[config.mk]
export PLATFORM = sky130hd
export DESIGN_NAME = rgp_div_cell
export DESIGN_NICKNAME = d
export VERILOG_FILES = /design/src/hw/rtl/rgp_pkg.sv /design/src/hw/rtl/rgp_div_cell.sv
export SDC_FILE = /design/constraint.sdc
export NUM_CORES = 1
export LEC_CHECK = 0
export ABC_AREA = 1
export ABC_CLOCK_PERIOD_IN_PS = 2530
export BUFFER_PORTS_ARGS = -buffer_cell sky130_fd_sc_hd__buf_2
export CORE_MARGIN = 4
export CORE_UTILIZATION = 54
export DETAILED_ROUTE_END_ITERATION = 8
export PLACE_DENSITY_LB_ADDON = 0.3
export SETUP_SLACK_MARGIN = 0.5
export SYNTH_ARGS = -nofsm -noshare
export SYNTH_HDL_FRONTEND = slang
export SYNTH_SLANG_ARGS = --single-unit
[constraint.sdc]
create_clock -name clock -period 2.53 [get_ports clock]
set_input_delay 0.253 -clock clock [delete_from_list [all_inputs] [get_ports clock]]
set_output_delay 0.253 -clock clock [all_outputs]
set_load 0.005 [all_outputs]
[src/hw/rtl/rgp_pkg.sv]
`timescale 1ns / 1ps
// ----------------------------------------------------------------------------
// rgp_pkg
// Shared constants and types of the radial gradient pixel unit.
// ----------------------------------------------------------------------------
package rgp_pkg;

   localparam int COORD_BITS_DEFAULT    = 15;
   localparam int SUBPIXEL_BITS_DEFAULT = 4;
   localparam int CHANNEL_BITS_DEFAULT  = 8;

   // blend factor fraction bits; 1 << FRAC_BITS means one
   localparam int FRAC_BITS = 16;

   localparam int CSR_INDEX_BITS = 3;
   localparam logic [CSR_INDEX_BITS-1:0] CSR_CENTER_X     = 3'd0;
   localparam logic [CSR_INDEX_BITS-1:0] CSR_CENTER_Y     = 3'd1;
   localparam logic [CSR_INDEX_BITS-1:0] CSR_INNER_RADIUS = 3'd2;
   localparam logic [CSR_INDEX_BITS-1:0] CSR_OUTER_RADIUS = 3'd3;
   localparam logic [CSR_INDEX_BITS-1:0] CSR_START_COLOR  = 3'd4;
   localparam logic [CSR_INDEX_BITS-1:0] CSR_END_COLOR    = 3'd5;
   localparam logic [CSR_INDEX_BITS-1:0] CSR_CLIP_OUTSIDE = 3'd6;

   localparam int RST_CENTER_X     = 400;
   localparam int RST_CENTER_Y     = 400;
   localparam int RST_INNER_RADIUS = 0;
   localparam int RST_OUTER_RADIUS = 400;
   localparam int RST_END_COLOR    = 255;

   // how the blend factor is chosen for a word
   localparam logic [1:0] VM_ZERO = 2'd0;
   localparam logic [1:0] VM_ONE  = 2'd1;
   localparam logic [1:0] VM_FRAC = 2'd2;

   typedef struct packed {
      logic       valid;
      logic       blank;
      logic [1:0] v_mode;
   } tag_type;

endpackage

[src/hw/rtl/rgp_div_cell.sv]
`timescale 1ns / 1ps
// ----------------------------------------------------------------------------
// rgp_div_cell
// One step of a pipelined restoring divider: one quotient bit per cell.
// ----------------------------------------------------------------------------
module rgp_div_cell
   import rgp_pkg::*;
#(
   parameter int W_BITS = 19
) (
   input  logic                 clock,
   input  logic                 reset,
   input  logic                 advance,
   input  logic [W_BITS-1:0]    span,
   input  tag_type              tag_in,
   input  logic [W_BITS-1:0]    rem_in,
   input  logic [FRAC_BITS-1:0] quo_in,
   output tag_type              tag_out,
   output logic [W_BITS-1:0]    rem_out,
   output logic [FRAC_BITS-1:0] quo_out
);

   tag_type              tag_ff;
   logic [W_BITS-1:0]    rem_ff, rem_in_next, rem_sh;
   logic [FRAC_BITS-1:0] quo_ff, quo_in_next;

   always_comb begin
      rem_sh = {rem_in[W_BITS-2:0], 1'b0};
      if (rem_sh >= span) begin
         rem_in_next = rem_sh - span;
         quo_in_next = {quo_in[FRAC_BITS-2:0], 1'b1};
      end else begin
         rem_in_next = rem_sh;
         quo_in_next = {quo_in[FRAC_BITS-2:0], 1'b0};
      end
   end

   always_ff @(posedge clock) begin
      if (reset) begin
         tag_ff <= '0;
      end else if (advance) begin
         tag_ff <= tag_in;
      end
   end

   always_ff @(posedge clock) begin
      if (advance) begin
         rem_ff <= rem_in_next;
         quo_ff <= quo_in_next;
      end
   end

   assign tag_out = tag_ff;
   assign rem_out = rem_ff;
   assign quo_out = quo_ff;

endmodule

Word level (Yosys, flattened, before mapping) --
Cells that the tools add are included.
Storage, ports and cells: bits in registers 39, bits of input ports 61
Operators by class: $add $sub $neg 1, order comparisons 1, muxes and demuxes 2
Operator list (number):
- $ge A19 B19 Y1 | 1
- $mux W19 | 1
- $sub A19 B19 Y19 | 1
- $mux W1 | 1

Logic depth before layout (Yosys ltp) --
word-level depth 2, mapped depth 14, depth with buffers taken out 13

Least setup slack after synthesis --
Ideal clock, no wire load.
path kind input to register, start input port span[14], end register rem_ff[10] (netlist: rem_out[10]) (data pin), data arrival time 1.543 ns, data required time 2.277 ns, path slack 0.734 ns, stages on the path 11, cells stage by stage inv_1 ha_1 nand2_1 inv_1 nand2_1 nand2_1 a21oi_2 nand4_4 buf_8 nand2_1 nand2_1
Between the ends: longest elaborated chain between the ends 2
Ends and longest elaborated chain:
- from (decl) | RTL line rgp_div_cell.sv:14 | input logic [W_BITS-1:0] span,
- $ge A19 B19 Y1 | RTL line rgp_div_cell.sv:29 | if (rem_sh >= span) begin
- $mux W19 | RTL line rgp_div_cell.sv:29
- named net rem_in_next[10] | RTL line rgp_div_cell.sv:24 | logic [W_BITS-1:0] rem_ff, rem_in_next, rem_sh;
- to (signal assigned) | RTL line rgp_div_cell.sv:48 | rem_ff <= rem_in_next;
- to (decl) | RTL line rgp_div_cell.sv:24
The timed path passes the listed nets, and every way through them passes these cells. A chain may end at the register's enable or synchronous reset.

Worst setup path after layout --
start input port span[14], end register rem_ff[9] (netlist: rem_out[9]) (data pin)
Same word-level chain as after synthesis.

==> impl_results.md <==
- Min cycle time layout: around 1.8 ns
- Clk buf depth: 2
- Slew headroom: 60.3%
- Status: finished clean
- Vias per inst: 4.87
- Syn Nets: roughly 440
- DRC Markers: 0
- Critical Path RT: between 2 and 3 ns
- Non-filler cells in the finished layout: 525
- Yosys cell types: 27
- Post-CTS Hold Buffers: 0
- Initial antenna violation count: 0
- Synth Area per Inst: 7.87 um2
- Post-synth top area cell: edfxtp_1
- Initial Utilization: 57.5%
- Area share of the largest cell type after synthesis: 37.7%
- Ant diodes: 0
- WP data arrival: ~1.9 ns
- Fmax: 0.541 GHz
- CTS tree: built
- # nets final: 538
- Pwr/cell area: 561 nW/um2
- Worst vdd ir: 0.307 mV
- Full die area: 6380 um2
- Fin util: 71.6%
- Hold Vio Cnt, Final: 0
- Fin Clk Skew: 0 ns
- First drt pass iteration count: 4
- Inst Count DP: 517
- Fill count: 403
- H-tree levels: 2
- Slowest cell on the critical path: ha_1
- Buffers on Ports: 97
- Hpwl dp: 5300 um
- CP bufs+invs: 2
- Cell mode on critical path: nand2_1
- Max cap viols: 0
- P&R area growth vs syn: 24.5%
- Commonest cells after routing, fill and taps aside: nand2_1 (121), buf_2 (97), inv_1 (49)
- Vias in the first global route: 2383
- CP max FO: 19
- Slew Viols, Final: 0
- Die Y: 79.9 um
- Nature of the critical path endpoint: flip-flop
- RSZ-0062 raised after global routing: false
- Critical Path, Cell by Cell: buf_2 -> inv_1 -> ha_1 -> a21oi_1 -> nand2_1 -> a21oi_2 -> nand4_4 -> nand2_1 -> nand2_1
- Crit Path Category: in2reg
- Leak pwr: 1.83 nW
- Ranking of synthesized cells by area: edfxtp_1 (38%), nand2_1 (16%), ha_1 (8.5%)
- TritonCTS Buffers: 5
- Fraction of layout cells with a size suffix above 1: 28.6%
- Period utilisation layout: 73.1%
- Post-CTS Setup Inserts: 0
- Worst Setup Start Kind: input port
- Area of the multi-input gates: 1430 um2
- Via count: roughly 2600
- GRT overflow: 0
- Die W: 79.9 um
- Skew-Pair Late Insertion Delay: 0.29 ns
- Cell count after synthesis: 354
- CP top delay family: simple AND/OR/NAND/NOR gates
- FP Rows: 25
- Final Setup Violations: 0
- Final wirelength: 6680 um
- Area of the core: 4850 um2
- Overall Global Routing Usage: 21.5%
- Crit path largest cell delay: approximately 0.35 ns
- Largest net degree at the start of global routing: 27
- Routability Congestion: 0.926
- CTS sink cnt: 39
- Global-route wire length before repair: 10800 um
- Commonest non-fill, non-tap cell in the layout: nand2_1
- DR WL/cell: 12.7 um
- Post-synthesis cell area: 2790 um2
- Register bit total from synthesis: 39
- Antenna-violating nets left: 0
- Post-CTS sizing: 0
- Synth warnings: 0
- Register-to-Register Setup Slack: around 2 ns
- Root cell of the clock tree: clkbuf_8
- Actual slew at the worst max-slew pin: 0.595 ns
- DRT iter0 DRCs: about 130
- Setup TNS: 0 ns
- I/O pin count: 100
- Seq/Total Area, Yosys: between 40% and 50%
- Storage cell area: 1130 um2
- Hold Path Class: in2reg
- Clock slew at reported path FFs: roughly 0.08 ns
[state kept, by name, summed over array words and instances (netlist names)]
name     flops
rem_out     19
tag_out      4
quo_out     16
[per-stage QoR]
stage | hold WS (ns) | setup WS (ns) | cell area [um2] | power (mW)
floorplan | 0.322 | 0.734 | 2790 | 1.15
global placement | 0.430 | 0.370 | 3340 | 1.33
detailed placement | 0.431 | 0.355 | 3340 | 1.34
CTS | 0.125 | 0.664 | 3470 | 1.97
global route | 0.113 | 0.543 | 3470 | 2.08
finish | 0.129 | 0.681 | 3470 | 1.95
[where the power goes]
group	internal (mW)	switching, mW	leakage (nW)
clock	0.394	0.226	0.0654
sequential	0.787	0.0138	0.375
combinational	0.215	0.313	1.39
total	1.40	0.553	1.83
[kinds of logic after synthesis]
kind of cell    count (synthesis)  synth area share, %
compound gates                 22                 5.03
xor+xnor                        9                 2.83
fa+ha+maj                      20                 9.25
buf+inv                        55                 8.21
flops                          39                 40.6
simple gates                  209                 34.1
[layout make-up]
class                      count  share of cell area [%]
timing repair buffer          99                    14.4
clock inverter                 2                    1.73
multi-input combinational    260                    41.1
inverter                      52                    5.62
tap                           67                    2.42
sequential                    39                    32.6
clock buffer                   6                    2.09
[layer usage]
metal	vias up	routed length (um)	GRT usage, %
met1	1109	2890	27.3
met4	0	80	4.56
li1	1357	-	-
met3	8	568	4.85
met2	85	3140	37.5
met5	-	0	0
[cells in the mapped netlist, drive strengths merged]
master    n
nand3b    7
edfxtp   35
o21ai     2
buf       3
ha       19
inv      52
and2      1
nand4     1
o21bai    1
nand2   130
xor2      9
nor3      4
nor2     24
a21oi    18
a31oi     1
nand3    42
fa        1
dfxtp     4
[path summary, 6_finish.rpt]
| path | start | to | depth (start not counted) |
|---|---|---|---|
| setup / recovery | span[14] | rem_out[9]$_DFFE_PP_ | 9 |
| hold / removal | quo_in[13] | quo_out[14]$_DFFE_PP_ | 1 |
| setup reg to reg | tag_out[1]$_SDFFE_PP0P_ | tag_out[1]$_SDFFE_PP0P_ | 2 |
| hold reg to reg | tag_out[0]$_SDFFE_PP0P_ | tag_out[0]$_SDFFE_PP0P_ | 2 |
No activity file was read; power rests on OpenSTA's default activity.
