[src/hw/rtl/rgp_pkg.sv]
`timescale 1ns / 1ps
// ----------------------------------------------------------------------------
// rgp_pkg
// Shared constants and types of the radial gradient pixel unit.
// ----------------------------------------------------------------------------
package rgp_pkg;

   localparam int COORD_BITS_DEFAULT    = 15;
   localparam int SUBPIXEL_BITS_DEFAULT = 4;
   localparam int CHANNEL_BITS_DEFAULT  = 8;

   // blend factor fraction bits; 1 << FRAC_BITS means one
   localparam int FRAC_BITS = 16;

   localparam int CSR_INDEX_BITS = 3;
   localparam logic [CSR_INDEX_BITS-1:0] CSR_CENTER_X     = 3'd0;
   localparam logic [CSR_INDEX_BITS-1:0] CSR_CENTER_Y     = 3'd1;
   localparam logic [CSR_INDEX_BITS-1:0] CSR_INNER_RADIUS = 3'd2;
   localparam logic [CSR_INDEX_BITS-1:0] CSR_OUTER_RADIUS = 3'd3;
   localparam logic [CSR_INDEX_BITS-1:0] CSR_START_COLOR  = 3'd4;
   localparam logic [CSR_INDEX_BITS-1:0] CSR_END_COLOR    = 3'd5;
   localparam logic [CSR_INDEX_BITS-1:0] CSR_CLIP_OUTSIDE = 3'd6;

   localparam int RST_CENTER_X     = 400;
   localparam int RST_CENTER_Y     = 400;
   localparam int RST_INNER_RADIUS = 0;
   localparam int RST_OUTER_RADIUS = 400;
   localparam int RST_END_COLOR    = 255;

   // how the blend factor is chosen for a word
   localparam logic [1:0] VM_ZERO = 2'd0;
   localparam logic [1:0] VM_ONE  = 2'd1;
   localparam logic [1:0] VM_FRAC = 2'd2;

   typedef struct packed {
      logic       valid;
      logic       blank;
      logic [1:0] v_mode;
   } tag_type;

endpackage

[src/hw/rtl/rgp_sqrt_cell.sv]
`timescale 1ns / 1ps
// ----------------------------------------------------------------------------
// rgp_sqrt_cell
// One digit of a pipelined integer square root: takes two radicand bits,
// makes one root bit and hands the word on to the next cell.
// ----------------------------------------------------------------------------
module rgp_sqrt_cell
   import rgp_pkg::*;
#(
   parameter int R_BITS = 20
) (
   input  logic                clock,
   input  logic                reset,
   input  logic                advance,
   input  tag_type             tag_in,
   input  logic [2*R_BITS-1:0] rad_in,
   input  logic [R_BITS+1:0]   rem_in,
   input  logic [R_BITS-1:0]   root_in,
   output tag_type             tag_out,
   output logic [2*R_BITS-1:0] rad_out,
   output logic [R_BITS+1:0]   rem_out,
   output logic [R_BITS-1:0]   root_out
);

   tag_type             tag_ff;
   logic [2*R_BITS-1:0] rad_ff, rad_in_next;
   logic [R_BITS+1:0]   rem_ff, rem_in_next;
   logic [R_BITS-1:0]   root_ff, root_in_next;
   logic [R_BITS+1:0]   rem_sh, trial;

   always_comb begin
      rem_sh = {rem_in[R_BITS-1:0], rad_in[2*R_BITS-1 -: 2]};
      trial  = {root_in, 2'b01};
      rad_in_next = {rad_in[2*R_BITS-3:0], 2'b00};
      if (rem_sh >= trial) begin
         rem_in_next  = rem_sh - trial;
         root_in_next = {root_in[R_BITS-2:0], 1'b1};
      end else begin
         rem_in_next  = rem_sh;
         root_in_next = {root_in[R_BITS-2:0], 1'b0};
      end
   end

   always_ff @(posedge clock) begin
      if (reset) begin
         tag_ff <= '0;
      end else if (advance) begin
         tag_ff <= tag_in;
      end
   end

   always_ff @(posedge clock) begin
      if (advance) begin
         rad_ff  <= rad_in_next;
         rem_ff  <= rem_in_next;
         root_ff <= root_in_next;
      end
   end

   assign tag_out  = tag_ff;
   assign rad_out  = rad_ff;
   assign rem_out  = rem_ff;
   assign root_out = root_ff;

endmodule

[config.mk]
export PLATFORM = sky130hd
export DESIGN_NAME = rgp_sqrt_cell
export DESIGN_NICKNAME = d
export VERILOG_FILES = /design/src/hw/rtl/rgp_pkg.sv /design/src/hw/rtl/rgp_sqrt_cell.sv
export SDC_FILE = /design/constraint.sdc
export NUM_CORES = 1
export LEC_CHECK = 0
export BUFFER_PORTS_ARGS = -buffer_cell sky130_fd_sc_hd__buf_2
export CAP_MARGIN = 5
export CORE_MARGIN = 3
export CORE_UTILIZATION = 25
export CTS_CLUSTER_DIAMETER = 120
export DETAILED_ROUTE_END_ITERATION = 8
export HOLD_SLACK_MARGIN = 0.05
export PLACE_DENSITY_LB_ADDON = 0.05
export SLEW_MARGIN = 10
export SYNTH_ARGS = -nofsm -noshare
export SYNTH_HDL_FRONTEND = slang
export SYNTH_SLANG_ARGS = --single-unit
export TNS_END_PERCENT = 1
[constraint.sdc]
create_clock -name clock -period 2.1 [get_ports clock]
set_input_delay 0.315 -clock clock [delete_from_list [all_inputs] [get_ports clock]]
set_output_delay 0.315 -clock clock [all_outputs]
set_load 0.03 [all_outputs]
* Word level (Yosys, flattened, before mapping) *
Index checks and enable logic that the tools add are counted.

operators by class
  $lt $le $gt $ge = 1
  mux-type cells = 2
  add/sub/neg operators = 1

operators with widths
  cell              count
  $ge A22 B22 Y1    1
  $mux W22          1
  $sub A22 B22 Y22  1
  $mux W1           1

storage, ports and cells
  register bits after elaboration = 84
  input port bits = 89
  logic and storage cells = 10
  output and inout bits = 86

* Longest topological paths before layout *
Gate-level depths: netlist of the first run.

  word-level depth = 2
  mapped depth = 11
  depth with buffers taken out = 9

* Worst setup path before layout of the first run *
Ideal clock, no wire load.

  kind = input -> register
  start point = input root_in[11]
  end point = register rem_ff[21], in the netlist rem_out[21], data pin
  library setup time = 0.267 ns
  required time = 1.833 ns
  arrival time = 1.950 ns
  slack = -0.117 ns
  cell stages on the path = 11
  path through = inv_1 > ha_1 > buf_2 > nand4_2 > o41a_1 > o21bai_1 > a211o_2 > o22ai_4 > buf_6 > nand2_1 > o211ai_1

on the way
  word-level cells in the longest chain between the ends = 2

ends and longest elaborated chain
  what                                                       RTL line                                  source
  start, declared                                            rgp_sqrt_cell.sv:18                       input logic [R_BITS-1:0] root_in,
  $sub A22 B22 Y22 / $ge A22 B22 Y1 (equally long branches)  rgp_sqrt_cell.sv:36, rgp_sqrt_cell.sv:35
  $mux W22 *                                                 rgp_sqrt_cell.sv:35                       if (rem_sh >= trial) begin
  named net rem_in_next[21]                                  rgp_sqrt_cell.sv:27                       logic [R_BITS+1:0] rem_ff, rem_in_next;
  end signal, assigned                                       rgp_sqrt_cell.sv:55                       rem_ff <= rem_in_next;
  end, declared                                              rgp_sqrt_cell.sv:27

Mark *: on every way through the listed nets, which the timed path passes. The rest lies on a longest branch.
A chain may end at the register's enable or synchronous reset.

* Worst setup path after layout of the first run *
  start point = input root_in[16]
  end point = register rem_ff[14], in the netlist rem_out[14], data pin

on the way
  word-level cells in the longest chain between the ends = 2

ends and longest elaborated chain
  what                       RTL line
  $ge A22 B22 Y1             rgp_sqrt_cell.sv:35
  $mux W22                   rgp_sqrt_cell.sv:35
  named net rem_in_next[14]  rgp_sqrt_cell.sv:27

The timed path passes the listed nets, and every way through them passes these cells.

==> results of run 1 <==
[flip-flops by register name, summed over array words and instances (netlist names)]
register / flops
rad_out: 38
root_out: 20
tag_out: 4
rem_out: 22
[worst register-to-register path, stage by stage (launching register included)]
cell                      delay, ps
sky130_fd_sc_hd__dfxtp_1        310
sky130_fd_sc_hd__mux2i_1        130
sky130_fd_sc_hd__nor2_1          50
[cells by family (layout without fill, tap and decap cells)]
group,Yosys count,count (layout),share of synthesized area
xor+xnor,19,19,0.0410
compound gates,84,84,0.138
simple gates,69,69,0.0769
other cells,1,2,0.000925
mux,4,4,0.00988
flops,84,84,0.612
fa+ha+maj,22,22,0.0679
buf+inv,44,279,0.0531
[power groups by stage]
stage                     Clock (mW)  Combinational, mW  Sequential, mW
final                           1.61               1.32            2.06
after global routing            1.77               1.44            2.07
after CTS                       1.69               1.32            2.06
after detailed placement           0               1.32            2.10
after global placement             0               1.32            2.09
after floorplan                    0              0.489            2.43
[layout make-up]
cell class	count	area, sq um
Timing Repair Buffer	232	1360
Sequential cell	84	2480
Clock inverter	7	76.3
Tap cell	211	264
Clock buffer	9	225
Inverter	31	119
Fill cell	1592	9430
Multi-Input combinational cell	200	1580
[cell usage in the layout (no fill, tap or decap), types with 11 or more instances in the layout]
cell type | Yosys | routed
sky130_fd_sc_hd__a21oi_1 | 17 | 15
sky130_fd_sc_hd__ha_4 | 0 | 12
sky130_fd_sc_hd__edfxtp_1 | 80 | 80
sky130_fd_sc_hd__buf_4 | 2 | 60
sky130_fd_sc_hd__nor2_1 | 14 | 14
sky130_fd_sc_hd__inv_1 | 31 | 26
sky130_fd_sc_hd__xor2_1 | 11 | 11
sky130_fd_sc_hd__o21ai_1 | 18 | 19
sky130_fd_sc_hd__nand2_1 | 32 | 32
sky130_fd_sc_hd__buf_2 | 3 | 169
[metal layers]
layer	part of all wire	track usage	vias to the layer above	routed length, microns
met5	0	0	-	0
met4	0.011	0.0343	0	124
met3	0.081	0.0446	12	882
met2	0.46	0.203	118	5020
met1	0.45	0.148	1500	4880
li1	-	-	1653	-
[final timing paths]
kind,depth (start not counted),end,start
max,10,rem_out[14]$_DFFE_PP_,root_in[16]
min,1,rad_out[29]$_DFFE_PP_,rad_in[27]
max reg2reg,2,tag_out[2]$_SDFFE_PP0P_,tag_out[2]$_SDFFE_PP0P_
min reg2reg,2,tag_out[1]$_SDFFE_PP0P_,tag_out[1]$_SDFFE_PP0P_
[timing repair]
action	4_1_cts	5_1_grt
resized for setup	0	8
setup endpoints to repair	0	12
setup buffers	0	1
==> impl_summary.txt, run 1 <==
----------------------------------------------------
[Timing]
  Min cycle time layout ... 2010 ps
  Crit path setup slack, layout ... 92.6 ps
  Worst setup skew after layout ... 0 ps
  RSZ-0062 raised after global routing ... yes
  Number of endpoints with negative hold slack in the final report ... 0
  Fin Setup TNS ... 0 ps
  Fin Hold WS ... 140 ps
  Final Cycle Share ... 0.956
  Maximum clock frequency ... 0.498 GHz
  Final Slew Violations ... 0
  Finish-stage setup viols ... 0

[Finish]
  Fraction of layout instances using a drive strength above 1 ... 0.503
  Post-Layout Cell Count ... 774
  Synthesis-to-layout area growth ... 50.6%
  Post-route design area ... 0.00611 sq mm
  Antenna Cells ... 0
  Layout Nets ... 669
  Post-layout utilization of the core ... 0.393

[Drt]
  Initial DRC count ... 71
  Antenna-violating nets left ... 0
  Detail-routed via count per cell ... 4.24
  Routed length per instance ... 14.1 microns
  Number of remaining DRC errors ... 0
  Routed vias ... 3283
  First-pass iteration count of the detailed router ... 4
  Total wirelength of the detailed-routed design ... 10900 microns

[Setup path]
  Total buffers and inverters traversed by the critical path ... 3
  Cell type of the slowest stage on the worst timing path ... sky130_fd_sc_hd__ha_1
  Startpoint type of the worst setup path ... input port
  Worst EP arrival ... 2100 ps
  Cell repeated most along the worst path ... sky130_fd_sc_hd__o21ai_1
  Sequence of cells on the critical path ... buf_2 > inv_1 > ha_1 > o21ai_1 > o21ai_1 > o21bai_1 > a211o_2 > o22ai_4 > buf_4 > o21ai_1
  Setup slack of the worst register-to-register path ... 1510 ps
  Crit path required time ... 2190 ps
  Critical path endpoint category ... flop
  Largest incremental delay on the critical path ... 330 ps
  Critical path class ... in -> reg
  Highest fanout seen on the critical path ... 11
  Top cell family by delay on the critical path ... compound AO/OA/AOI/OAI gates

[Power]
  Leakage power ... 2.70 nW
  Largest voltage drop on the vdd net ... 0.345 mV
  Switching Fraction ... 0.319
  Cell area power density ... 816 mW/mm^2
  Clock power frac ... 0.323
  Total power consumption of the routed design ... 4.98 mW
  Internal power consumption ... 3.39 mW
  Net switching power ... 1.59 mW
  Comb pwr share ... 0.264
  Sequential Power Share ... 0.413

[Placement]
  Final GP Congestion ... 0.801
  Buffers on Ports ... 170
  Post-DP Area ... 0.00577 sq mm
  Post-placement setup slack ... -324 ps
  Detailed placer's ending HPWL ... 8560 microns
  Placed insts ... 757

[Clocking]
  TritonCTS clock tree ... yes
  Hold bufs inserted after CTS ... 0
  Insertion delay of the later-clocked pin in the worst-skew pair ... 340 ps
  CTS root buf ... sky130_fd_sc_hd__clkbuf_16
  CTS Buf Count ... 9
  Register clock-pin slew on the reported worst setup and hold paths ... 70 ps
  Longest Clk Path Bufs ... 2
  Total clock sinks ... 84
  Number of H-tree levels ... 3

[Synthesis]
  Number of warnings issued by yosys ... 0
  EDFF count, synth ... 80
  Number of distinct library cells after synthesis ... 47
  Library cell occupying the most area in the post-synthesis netlist ... sky130_fd_sc_hd__edfxtp_1
  Sequential share of the synthesized area ... 0.612
  Predominant post-synthesis flop cell ... sky130_fd_sc_hd__edfxtp_1
  Synth Register Bits ... 84
  Post-Synthesis Mean Instance Area ... 12.4 sq um
  Cell types occupying the most area after synthesis ... sky130_fd_sc_hd__edfxtp_1, sky130_fd_sc_hd__ha_1, sky130_fd_sc_hd__nand2_1, sky130_fd_sc_hd__inv_1, sky130_fd_sc_hd__xor2_1
  Most frequent cell after synthesis ... sky130_fd_sc_hd__edfxtp_1
  Syn Std Cell Area ... 0.00405 sq mm
  Gate count after technology mapping ... 327
  Async S/R FF share, synth ... 0
  Area fraction of the dominant cell type after synthesis ... 0.593
  Most instantiated cells after synthesis ... sky130_fd_sc_hd__edfxtp_1, sky130_fd_sc_hd__nand2_1, sky130_fd_sc_hd__inv_1

[Die]
  Boundary pin count ... 175
  Height of the die ... 133 microns
  Placement row count ... 45
  Horizontal die dimension ... 133 microns
  Die Footprint ... 0.0178 sq mm
  Starting density of the core ... 0.261
  Total core area ... 0.0155 sq mm

[Global routing]
  Largest net degree at the start of global routing ... 31
  Remaining global-route overflow ... 0
  Initial antenna violation count ... 0
  Global router's overall resource usage ... 0.121
  First-pass GRT wire length ... 16900 microns
  Via count of the first global-routing pass ... 3326

[Run]
  Max capacitance violation total ... 0

[Run status]
  Result of the run ... finished, final reports clean

[Min path]
  Hold Crit Class ... in -> reg

----------------------------------------------------
Power figures use the tool's default switching activity.
==> inputs of run 2 (changes only) <==
CORE_ASPECT_RATIO = 0.7   (was not set)
SLEW_MARGIN = not set   (was 10)
==> run 2 against run 1 <==
Maximum frequency increased by 1.3%; largest cell class unchanged; setup slack improved by 27 ps; clock skew unchanged; non-clock buffer count decreased by 1; clock-buffer cell count increased by 1; die area increased by 0.14%; first-iteration DRC count increased by 85%; wire length increased by 2.6%; hold slack about the same; highest routed layer unchanged.
==> impl_summary.txt, run 2 (synthesis gave the netlist of run 1 again) <==
----------------------------------------------------
[Die]
  Boundary pin count ... 175
  Horizontal die dimension ... 158 microns
  Starting density of the core ... 0.258
  Die Footprint ... 0.0178 sq mm
  Height of the die ... 113 microns
  Total core area ... 0.0157 sq mm
  Placement row count ... 38

[Placement]
  Detailed placer's ending HPWL ... 8560 microns
  Buffers on Ports ... 170
  Final GP Congestion ... 0.806

[Setup path]
  Crit path capture ... rem_out[13]$_DFFE_PP_
  Highest fanout seen on the critical path ... 13
  Critical path class ... in -> reg
  Sequence of cells on the critical path ... buf_2 > ha_4 > a21oi_2 > nor2_1 > or3_4 > a21o_1 > o22ai_4 > clkbuf_16 > o21ai_1
  Largest incremental delay on the critical path ... 400 ps
  Critical path endpoint category ... flop
  Worst EP arrival ... 2090 ps
  Setup slack of the worst register-to-register path ... 1510 ps
  Crit Reg-Reg Endpoint ... tag_out[0]$_SDFFE_PP0P_
  FF-to-FF Start ... tag_out[0]$_SDFFE_PP0P_
  R2R depth ... 2
  Startpoint type of the worst setup path ... input port
  Crit path required time ... 2200 ps
  Cell type of the slowest stage on the worst timing path ... sky130_fd_sc_hd__or3_4
  Start point of the critical path ... rem_in[2]

[Clocking]
  Total clock sinks ... 84
  CTS Buf Count ... 9
  TritonCTS clock tree ... yes
  CTS root buf ... sky130_fd_sc_hd__clkbuf_16
  Longest Clk Path Bufs ... 2
  Insertion delay of the later-clocked pin in the worst-skew pair ... 340 ps
  Hold bufs inserted after CTS ... 0
  Number of H-tree levels ... 3
  Register clock-pin slew on the reported worst setup and hold paths ... 70 ps

[Drt]
  Number of remaining DRC errors ... 0
  Initial DRC count ... 131
  Routed vias ... 3277
  Routed length per instance ... 14.7 microns
  First-pass iteration count of the detailed router ... 4
  Antenna-violating nets left ... 0
  Detail-routed via count per cell ... 4.30
  Total wirelength of the detailed-routed design ... 11200 microns

[Timing]
  RSZ-0062 raised after global routing ... no
  Finish-stage setup viols ... 0
  Worst setup skew after layout ... 0 ps
  Min cycle time layout ... 1980 ps
  Maximum clock frequency ... 0.505 GHz
  Final Cycle Share ... 0.943
  Number of endpoints with negative hold slack in the final report ... 0
  Final Slew Violations ... 0

[Power]
  Switching Fraction ... 0.308
  Leakage power ... 2.71 nW
  Clock power frac ... 0.324
  Cell area power density ... 820 mW/mm^2
  Largest voltage drop on the vdd net ... 0.338 mV
  Net switching power ... 1.56 mW
  Internal power consumption ... 3.50 mW
  Comb pwr share ... 0.269
  Total power consumption of the routed design ... 5.06 mW
  Sequential Power Share ... 0.407

[Global routing]
  Initial antenna violation count ... 0
  Largest net degree at the start of global routing ... 37
  Via count of the first global-routing pass ... 3270
  Global router's overall resource usage ... 0.124
  Remaining global-route overflow ... 0
  First-pass GRT wire length ... 17000 microns

[Finish]
  Most common cell after layout, fill and taps aside ... sky130_fd_sc_hd__buf_2
  Antenna Cells ... 0
  Max reg flops ... 38
  Layout Nets ... 668
  Fraction of layout instances using a drive strength above 1 ... 0.512
  Post-layout utilization of the core ... 0.393
  Synthesis-to-layout area growth ... 52.2%
  Highest-count cells in the layout ignoring fill and taps ... sky130_fd_sc_hd__buf_2, sky130_fd_sc_hd__edfxtp_1, sky130_fd_sc_hd__buf_4, sky130_fd_sc_hd__nand2_1, sky130_fd_sc_hd__inv_1

[Run]
  Max capacitance violation total ... 0

[Min path]
  Hold Crit Class ... in -> reg
  Cell depth of the worst min-delay path ... 1

[Run status]
  Result of the run ... finished, final reports clean

----------------------------------------------------
==> run 2: worst max-delay path: cells and delay by family <==
kind	cells	cell delay, ps
AND/OR/NAND/NOR	2	460
adder cells (fa/ha/maj)	1	250
AO/OA/AOI/OAI	4	680
buffers and inverters	2	370
==> run 2: metal layers <==
| layer | vias up | GRT usage | wire, microns |
|---|---|---|---|
| li1 | 1654 | - | - |
| met1 | 1497 | 0.175 | 5560 |
| met2 | 117 | 0.179 | 4660 |
| met3 | 9 | 0.0428 | 844 |
| met4 | 0 | 0.0361 | 130 |
| met5 | - | 0 | 0 |
==> run 2: power by group through the flow <==
stage	logic [mW]	clock network (mW)	registers (mW)
finish	1.36	1.64	2.06
global route	1.49	1.78	2.08
CTS	1.33	1.72	2.06
detailed placement	1.33	0	2.10
global placement	1.32	0	2.10
floorplan	0.489	0	2.43
==> run 2: how the worst min path moves through the flow <==
stage	start	endpoint	slack (ps)
global placement	tag_out[2]$_SDFFE_PP0P_	tag_out[2]$_SDFFE_PP0P_	480
CTS	rad_in[18]	rad_out[20]$_DFFE_PP_	120
detailed placement	tag_out[3]$_SDFFE_PP0P_	tag_out[3]$_SDFFE_PP0P_	490
global route	rad_in[24]	rad_out[26]$_DFFE_PP_	120
finish	rad_in[31]	rad_out[33]$_DFFE_PP_	140
floorplan	reset	tag_out[0]$_SDFFE_PP0P_	390
==> run 2: cell type report <==
| cell class | count | area, sq um |
|---|---|---|
| Clock buffer | 10 | 229 |
| Clock inverter | 6 | 71.3 |
| Fill cell | 1572 | 9520 |
| Inverter | 31 | 119 |
| Multi-Input combinational cell | 200 | 1640 |
| Sequential cell | 84 | 2480 |
| Tap cell | 200 | 250 |
| Timing Repair Buffer | 231 | 1380 |
==> run 2: repair_timing <==
action,CTS,global route
setup endpoints to repair,0,19
setup buffers,0,1
resized for setup,0,19
==> run 2: through the flow <==
stage          hold WS (ps)  setup TNS, ps  instance area, sq um  cells  worst slack [ps]
3_3_place_gp            483          -5350                  5750    744              -281
3_5_place_dp            492          -6240                  5750    744              -309
2_1_floorplan           387          -6.74                  4280    328             -5.17
5_1_grt                 121              0                  6170    762              4.52
6_report                140              0                  6170    762               119
4_1_cts                 120              0                  6050    760              54.7
